File: src/rtl/eps_pkg.sv
// ----------------------------------------------------------------------------
// eps_pkg: shared types and constants of the pendulum stepper
// Register indexes, CORDIC constants and controller command types.
// ----------------------------------------------------------------------------
`default_nettype none
package eps_pkg;
  localparam int unsigned CfgIdxW = 2;
  localparam logic [CfgIdxW-1:0] REG_START_VELOCITY = 2'd0;
  localparam logic [CfgIdxW-1:0] REG_START_ANGLE    = 2'd1;
  localparam logic [CfgIdxW-1:0] REG_NATURAL_FREQ   = 2'd2;
  localparam logic [CfgIdxW-1:0] REG_TIME_STEP      = 2'd3;
  localparam int unsigned CfgDataW = 24;
  localparam int unsigned OutIdxW = 16;
  localparam int unsigned OutStW = 24;

  localparam logic signed [63:0] Q16TwoPi  = 64'sd411775;
  localparam logic signed [63:0] Q16Pi     = 64'sd205887;
  localparam logic signed [63:0] Q16HalfPi = 64'sd102944;
  localparam logic signed [35:0] CordicGainInv = 36'sh026DD3B6A;

  typedef enum logic [2:0] {
    ST_IDLE, ST_FOLD, ST_CORDIC, ST_MUL1, ST_MUL2, ST_UPDATE, ST_OUT
  } state_t;

  typedef struct packed {
    logic load;
    logic fold;
    logic seed;
    logic cordic;
    logic mul1;
    logic mul2;
    logic update;
  } cmd_t;

  typedef struct packed {
    logic cordic_done;
  } status_t;

  function automatic logic signed [35:0] atan_q30(input logic [4:0] i);
    logic signed [35:0] v;
    begin
      case (i)
        5'd0: v = 36'sh03243F6A8;  5'd1: v = 36'sh01DAC6705;
        5'd2: v = 36'sh00FADBAFC;  5'd3: v = 36'sh007F56EA6;
        5'd4: v = 36'sh003FEAB76;  5'd5: v = 36'sh001FFD55B;
        5'd6: v = 36'sh000FFFAAA;  5'd7: v = 36'sh0007FFF55;
        5'd8: v = 36'sh0003FFFEA;  5'd9: v = 36'sh0001FFFFD;
        5'd10: v = 36'sh0000FFFFF; 5'd11: v = 36'sh00007FFFF;
        5'd12: v = 36'sh00003FFFF; 5'd13: v = 36'sh00001FFFF;
        5'd14: v = 36'sh00000FFFF; 5'd15: v = 36'sh000007FFF;
        5'd16: v = 36'sh3FFF; 5'd17: v = 36'sh1FFF; 5'd18: v = 36'sh0FFF;
        5'd19: v = 36'sh07FF; 5'd20: v = 36'sh03FF; 5'd21: v = 36'sh01FF;
        5'd22: v = 36'sh00FF; 5'd23: v = 36'sh007F; 5'd24: v = 36'sh003F;
        5'd25: v = 36'sh001F; 5'd26: v = 36'sh000F; 5'd27: v = 36'sh0007;
        5'd28: v = 36'sh0003; 5'd29: v = 36'sh0001;
        default: v = 36'sh0;
      endcase
      return v;
    end
  endfunction
endpackage
`default_nettype wire

File: src/rtl/eps_ctrl.sv
// ----------------------------------------------------------------------------
// eps_ctrl: controller of the pendulum stepper
// Sequences a reload, or fold, CORDIC, multiply and update steps, for one beat.
// ----------------------------------------------------------------------------
`default_nettype none
module eps_ctrl (
  input  wire logic              clk,
  input  wire logic              rst_n,
  input  wire logic              in_valid,
  input  wire logic              in_restart,
  output logic                   in_ready,
  output logic                   res_load,
  input  wire logic              res_free,
  input  eps_pkg::status_t       status,
  output eps_pkg::cmd_t          cmd
);
  eps_pkg::state_t state_r, state_nxt;

  always_ff @(posedge clk) begin
    if (!rst_n) begin
      state_r <= eps_pkg::ST_IDLE;
    end else begin
      state_r <= state_nxt;
    end
  end

  always_comb begin
    state_nxt = state_r;
    unique case (state_r)
      eps_pkg::ST_IDLE: begin
        if (in_valid) state_nxt = in_restart ? eps_pkg::ST_OUT : eps_pkg::ST_FOLD;
      end
      eps_pkg::ST_FOLD: state_nxt = eps_pkg::ST_CORDIC;
      eps_pkg::ST_CORDIC: begin
        if (status.cordic_done) state_nxt = eps_pkg::ST_MUL1;
      end
      eps_pkg::ST_MUL1: state_nxt = eps_pkg::ST_MUL2;
      eps_pkg::ST_MUL2: state_nxt = eps_pkg::ST_UPDATE;
      eps_pkg::ST_UPDATE: state_nxt = eps_pkg::ST_OUT;
      eps_pkg::ST_OUT: begin
        if (res_free) state_nxt = eps_pkg::ST_IDLE;
      end
      default: state_nxt = eps_pkg::ST_IDLE;
    endcase
  end

  always_comb begin
    cmd = '0;
    in_ready = 1'b0;
    res_load = 1'b0;
    unique case (state_r)
      eps_pkg::ST_IDLE: begin
        in_ready = 1'b1;
        cmd.load = in_valid & in_restart;
        cmd.fold = in_valid & ~in_restart;
      end
      eps_pkg::ST_FOLD: cmd.seed = 1'b1;
      eps_pkg::ST_CORDIC: cmd.cordic = 1'b1;
      eps_pkg::ST_MUL1: cmd.mul1 = 1'b1;
      eps_pkg::ST_MUL2: cmd.mul2 = 1'b1;
      eps_pkg::ST_UPDATE: cmd.update = 1'b1;
      eps_pkg::ST_OUT: res_load = res_free;
      default: ;
    endcase
  end
endmodule
`default_nettype wire

File: config.mk
export PLATFORM = sky130hd
export DESIGN_NAME = eps_ctrl
export DESIGN_NICKNAME = d
export VERILOG_FILES = /design/src/rtl/eps_pkg.sv /design/src/rtl/eps_ctrl.sv
export SDC_FILE = /design/constraint.sdc
export NUM_CORES = 1
export LEC_CHECK = 0
export BUFFER_PORTS_ARGS = -buffer_cell sky130_fd_sc_hd__buf_4
export CAP_MARGIN = 20
export CORE_AREA = 2 2 39 41
export CTS_BUF_LIST = sky130_fd_sc_hd__clkbuf_8
export CTS_CLUSTER_DIAMETER = 50
export DETAILED_ROUTE_END_ITERATION = 10
export DIE_AREA = 0 0 41 43
export PLACE_DENSITY = 0.45
export SLEW_MARGIN = 20
export SYNTH_ARGS = -nofsm -noshare
export SYNTH_HDL_FRONTEND = slang
export SYNTH_SLANG_ARGS = --single-unit
File: constraint.sdc
create_clock -name clk -period 2.6 [get_ports clk]
set_input_delay 0.13 -clock clk [delete_from_list [all_inputs] [get_ports clk]]
set_output_delay 0.13 -clock clk [all_outputs]
set_load 0.05 [all_outputs]
* Yosys cells after proc, flatten, opt, wreduce, memory -nomap -nowiden *
Cells that the tools add are included.

word-level totals
  register bits = 3
  input bits = 6

operators by class
  equality and inequality tests = 9
  muxes and demuxes = 13
  bitwise operators = 3
  reduce and logical (&&, ||, !) cells = 2

operators by type and width
  operator                                                                count
  3-bit one-hot mux with 7 select lines                                   1
  3-bit 2-to-1 mux                                                        4
  3-bit equality test (second input constant)                             3
  1-bit 2-to-1 mux                                                        7
  3-bit by 2-bit equality test with 1-bit output (second input constant)  2
  2-bit != test (second input constant)                                   3
  3-bit by 1-bit equality test with 1-bit output (second input constant)  1
  3-bit logical NOT                                                       1
  3-bit AND reduction                                                     1
  1-bit AND                                                               2
  2-bit 2-to-1 mux                                                        1
  1-bit inverter                                                          1

* Logic depth before layout (Yosys ltp) *
  depth after elaboration = 3
  depth in mapped cells = 4

* Worst setup path after synthesis *
OpenSTA, ideal clock, no wires.

  kind = reg2out
  from = register state_r[1]
  to = output port cmd[5] (netlist name)
  arrival = 2.023 ns
  required time = 2.470 ns
  slack = 0.447 ns
  cell stages (with the launch flop) = 3
  cells stage by stage = dfxtp_1 buf_6 nor4_1

RTL lines
  element                 line            text
  start, declared         eps_ctrl.sv:17  eps_pkg::state_t state_r, state_nxt;
  start signal, assigned  eps_ctrl.sv:21  state_r <= eps_pkg::ST_IDLE;
  start signal, assigned  eps_ctrl.sv:23  state_r <= state_nxt;
  end, declared           eps_ctrl.sv:15  output eps_pkg::cmd_t cmd

* Worst setup path after layout *
  from = register state_r[2]
  to = output port res_load

on the way
  longest elaborated chain between the ends = 2

ends and longest elaborated chain
  element              line            text
  3-bit equality test  eps_ctrl.sv:51  unique case (state_r)
  1-bit 2-to-1 mux     eps_ctrl.sv:51
  end, declared        eps_ctrl.sv:12  output logic res_load,

Every way passes these cells.

==> results.yml <==
setup_path:
  path_class: "flop to output pin"
  crit_required_ns: 2.47
  critPathLaunchType: "flop"
  path_max_fanout: 12
  slowest_stage: "dfxtp_1"
  worstPathCellList: "or2b_1 > nor2_1 > buf_4"
  r2r-start: "state_r[1]$_SDFFE_PN0P_"
  critical_path_buf_inv_count: 1
  worstPathArrival_ns: 1.35
  rrSetupSlack_ns: 1.43
  r2r_end: "state_r[2]$_SDFFE_PN0P_"
  cp_top_family: "flip-flops"
  cp-end-kind: "output pin"
  critPathMaxStageDelay_ns: 0.53
  reg2reg_depth: 3
  cp-startpoint: "state_r[2]$_SDFFE_PN0P_"
clock_tree:
  clkSinkCount: 3
  postCtsHoldBufs: 0
  htreeDepth: 1
  clk_path_buf_depth: 2
  cts_tree: "done"
  cts-root-buf: "clkbuf_8"
  cts_resized: 0
  clk-insertion-delay-late_ns: 0.21
  numCtsBuffers: 3
  cts_setup_buffers: 0
  path_clk_slew_ns: 0.03
drt:
  routed_wl_um: 606
  ant_nets: 0
  vias: 263
  drc_errors: 0
  routed_via_density: 4.17
  avgRoutedWirePerCell_um: 9.62
  drt_first_pass_iters: 3
  drt-initial-drc-count: 5
grt:
  grt_max_degree: 15
  grt_first_pass_wirelength_um: 876
  antenna_found_initial: 0
  grt_usage_pct: 7.82
  grt_overflow_total: 0
  grt_pass1_vias: 212
synthesis:
  ys_warn_count: 0
  synth_area_per_cell_um2: 8.37
  ys_types: 17
  syn_nets: 38
  synth_seq_area_share_pct: 22.4
  syn_area_um2: 268
  ys_ff_latch: 3
  yosysTopAreaCellShare_pct: 22.4
  synthTopCellsByArea: "dfxtp_1, buf_6, nor2_1"
  syn_inst: 32
  yosysTopAreaCell: "dfxtp_1"
timing:
  max_freq_ghz: 0.678
  setup_ws_ns: 1.12
  fin_setup_tns_ns: 0
  max_slew.worst_pin.slew_ns: 0.449
  hold_viol: 0
  fin_skew_ns: 0.00200
  slew_violations: 0
  setup_viol: 0
  max_slew_margin_pct: 70.1
  period_needed_ns: 1.48
  rsz0062_at_grt: "false"
  fin_crit_sh_pct: 56.8
floorplan:
  row_count: 14
  die_h_um: 43
  dieArea_um2: 1760
  die_x_um: 41
  pin_count: 15
  core-area_um2: 1380
  initial_core_util_pct: 19.3
hold_path:
  min_path_type: "primary input to flop"
  min_path_cells: 2
  hold_end: "state_r[2]$_SDFFE_PN0P_"
  hold_path_startpoint: "rst_n"
cells_and_area:
  regMostFlops: "state_r"
  largestRegisters: "state_r (3)"
  antenna_cells: 0
  largest_register_ffs: 3
  drive_gt1_share_pct: 42.6
  syn2layout_area_growth_pct: 50.9
  stdcell_area_um2: 404
  fin_nets: 54
run_status:
  status: "complete, no violations"
place:
  place_area_um2: 359
  gp_congestion: 0.591
  post-place-ws_ns: 1.35
  hpwl_um: 441
  port-buffer-count: 14
power_and_ir_drop:
  power_density_nw_per_um2: 886
  p_leak_nw: 0.200
  vdd_drop_max_mv: 0.260
flow_run:
  cap_violations: 0
how the worst max path moves through the flow:
| stage | endpoint | slack [ns] | depth (start not counted) |
|---|---|---|---|
| after detailed placement | res_load | 1.35 | 3 |
| final | res_load | 1.12 | 3 |
| after global routing | res_load | 1.04 | 3 |
| after CTS | res_load | 1.12 | 3 |
| after global placement | res_load | 1.36 | 3 |
| after floorplan | cmd[5] | 0.45 | 2 |
placed cells by master (no fill, tap or decap):
cell	instances
or2b_1	2
nor3b_1	2
and3b_1	1
nor4_1	1
nor2_1	6
clkbuf_8	3
o311a_1	1
a221oi_2	1
a21o_1	1
o31a_1	1
nor3_2	1
and3_1	1
buf_4	14
nand2b_1	2
dfxtp_1	3
nand2b_4	1
inv_1	1
nand2_1	4
o31ai_1	1
per-layer routing:
metal / up-vias / wire length, um / GRT usage [%]
met5: - / 0 / 0
met4: 0 / 0 / 10.0
met3: 0 / 40 / 1.57
met2: 7 / 300 / 9.69
met1: 113 / 265 / 9.27
li1: 143 / - / -
kinds of logic after synthesis:
group | count (synthesis) | synth area share, %
flip-flops | 3 | 22.4
buffers and inverters | 3 | 12.6
AO/OA/AOI/OAI | 5 | 18.2
AND/OR/NAND/NOR | 21 | 46.7
power breakdown:
| part | total, W | switching, W | internal (W) |
|---|---|---|---|
| combinational | 0.000148 | 0.0000923 | 0.0000561 |
| sequential | 0.0000797 | 0.0000250 | 0.0000546 |
| clock | 0.000130 | 0.0000295 | 0.000100 |
worst register-to-register path: stages, from the launching register on:
cell	delay, ns
dfxtp_1	0.58
or2b_1	0.16
o31ai_1	0.06
o31a_1	0.25
per-stage QoR:
| step | instances | power [W] | utilization [%] | hold WS, ns |
|---|---|---|---|---|
| finish | 63 | 0.000358 | 29.2 | 0.161 |
| global route | 63 | 0.000378 | 29.2 | 0.173 |
| CTS | 63 | 0.000363 | 29.2 | 0.164 |
| detailed placement | 59 | 0.000229 | 25.9 | 0.385 |
| global placement | 59 | 0.000230 | 25.9 | 0.387 |
| floorplan | 32 | 0.000201 | - | 0.258 |
cell usage after synthesis (all sizes together):
library cell,n
and3,1
a221oi,1
and3b,1
buf,3
or2b,2
nor3,1
nor4,1
dfxtp,3
nand2,4
a21o,1
nor2,6
o31a,1
nand2b,3
nor3b,2
o311a,1
o31ai,1
final cells by class:
type | count | area (um^2)
Sequential cell | 3 | 60.1
Timing Repair Buffer | 14 | 105
Tap cell | 16 | 20.0
Multi-Input combinational cell | 26 | 174
Fill cell | 151 | 980
Clock inverter | 1 | 3.75
Clock buffer | 3 | 41.3
(Power assumes the default switching activity.)
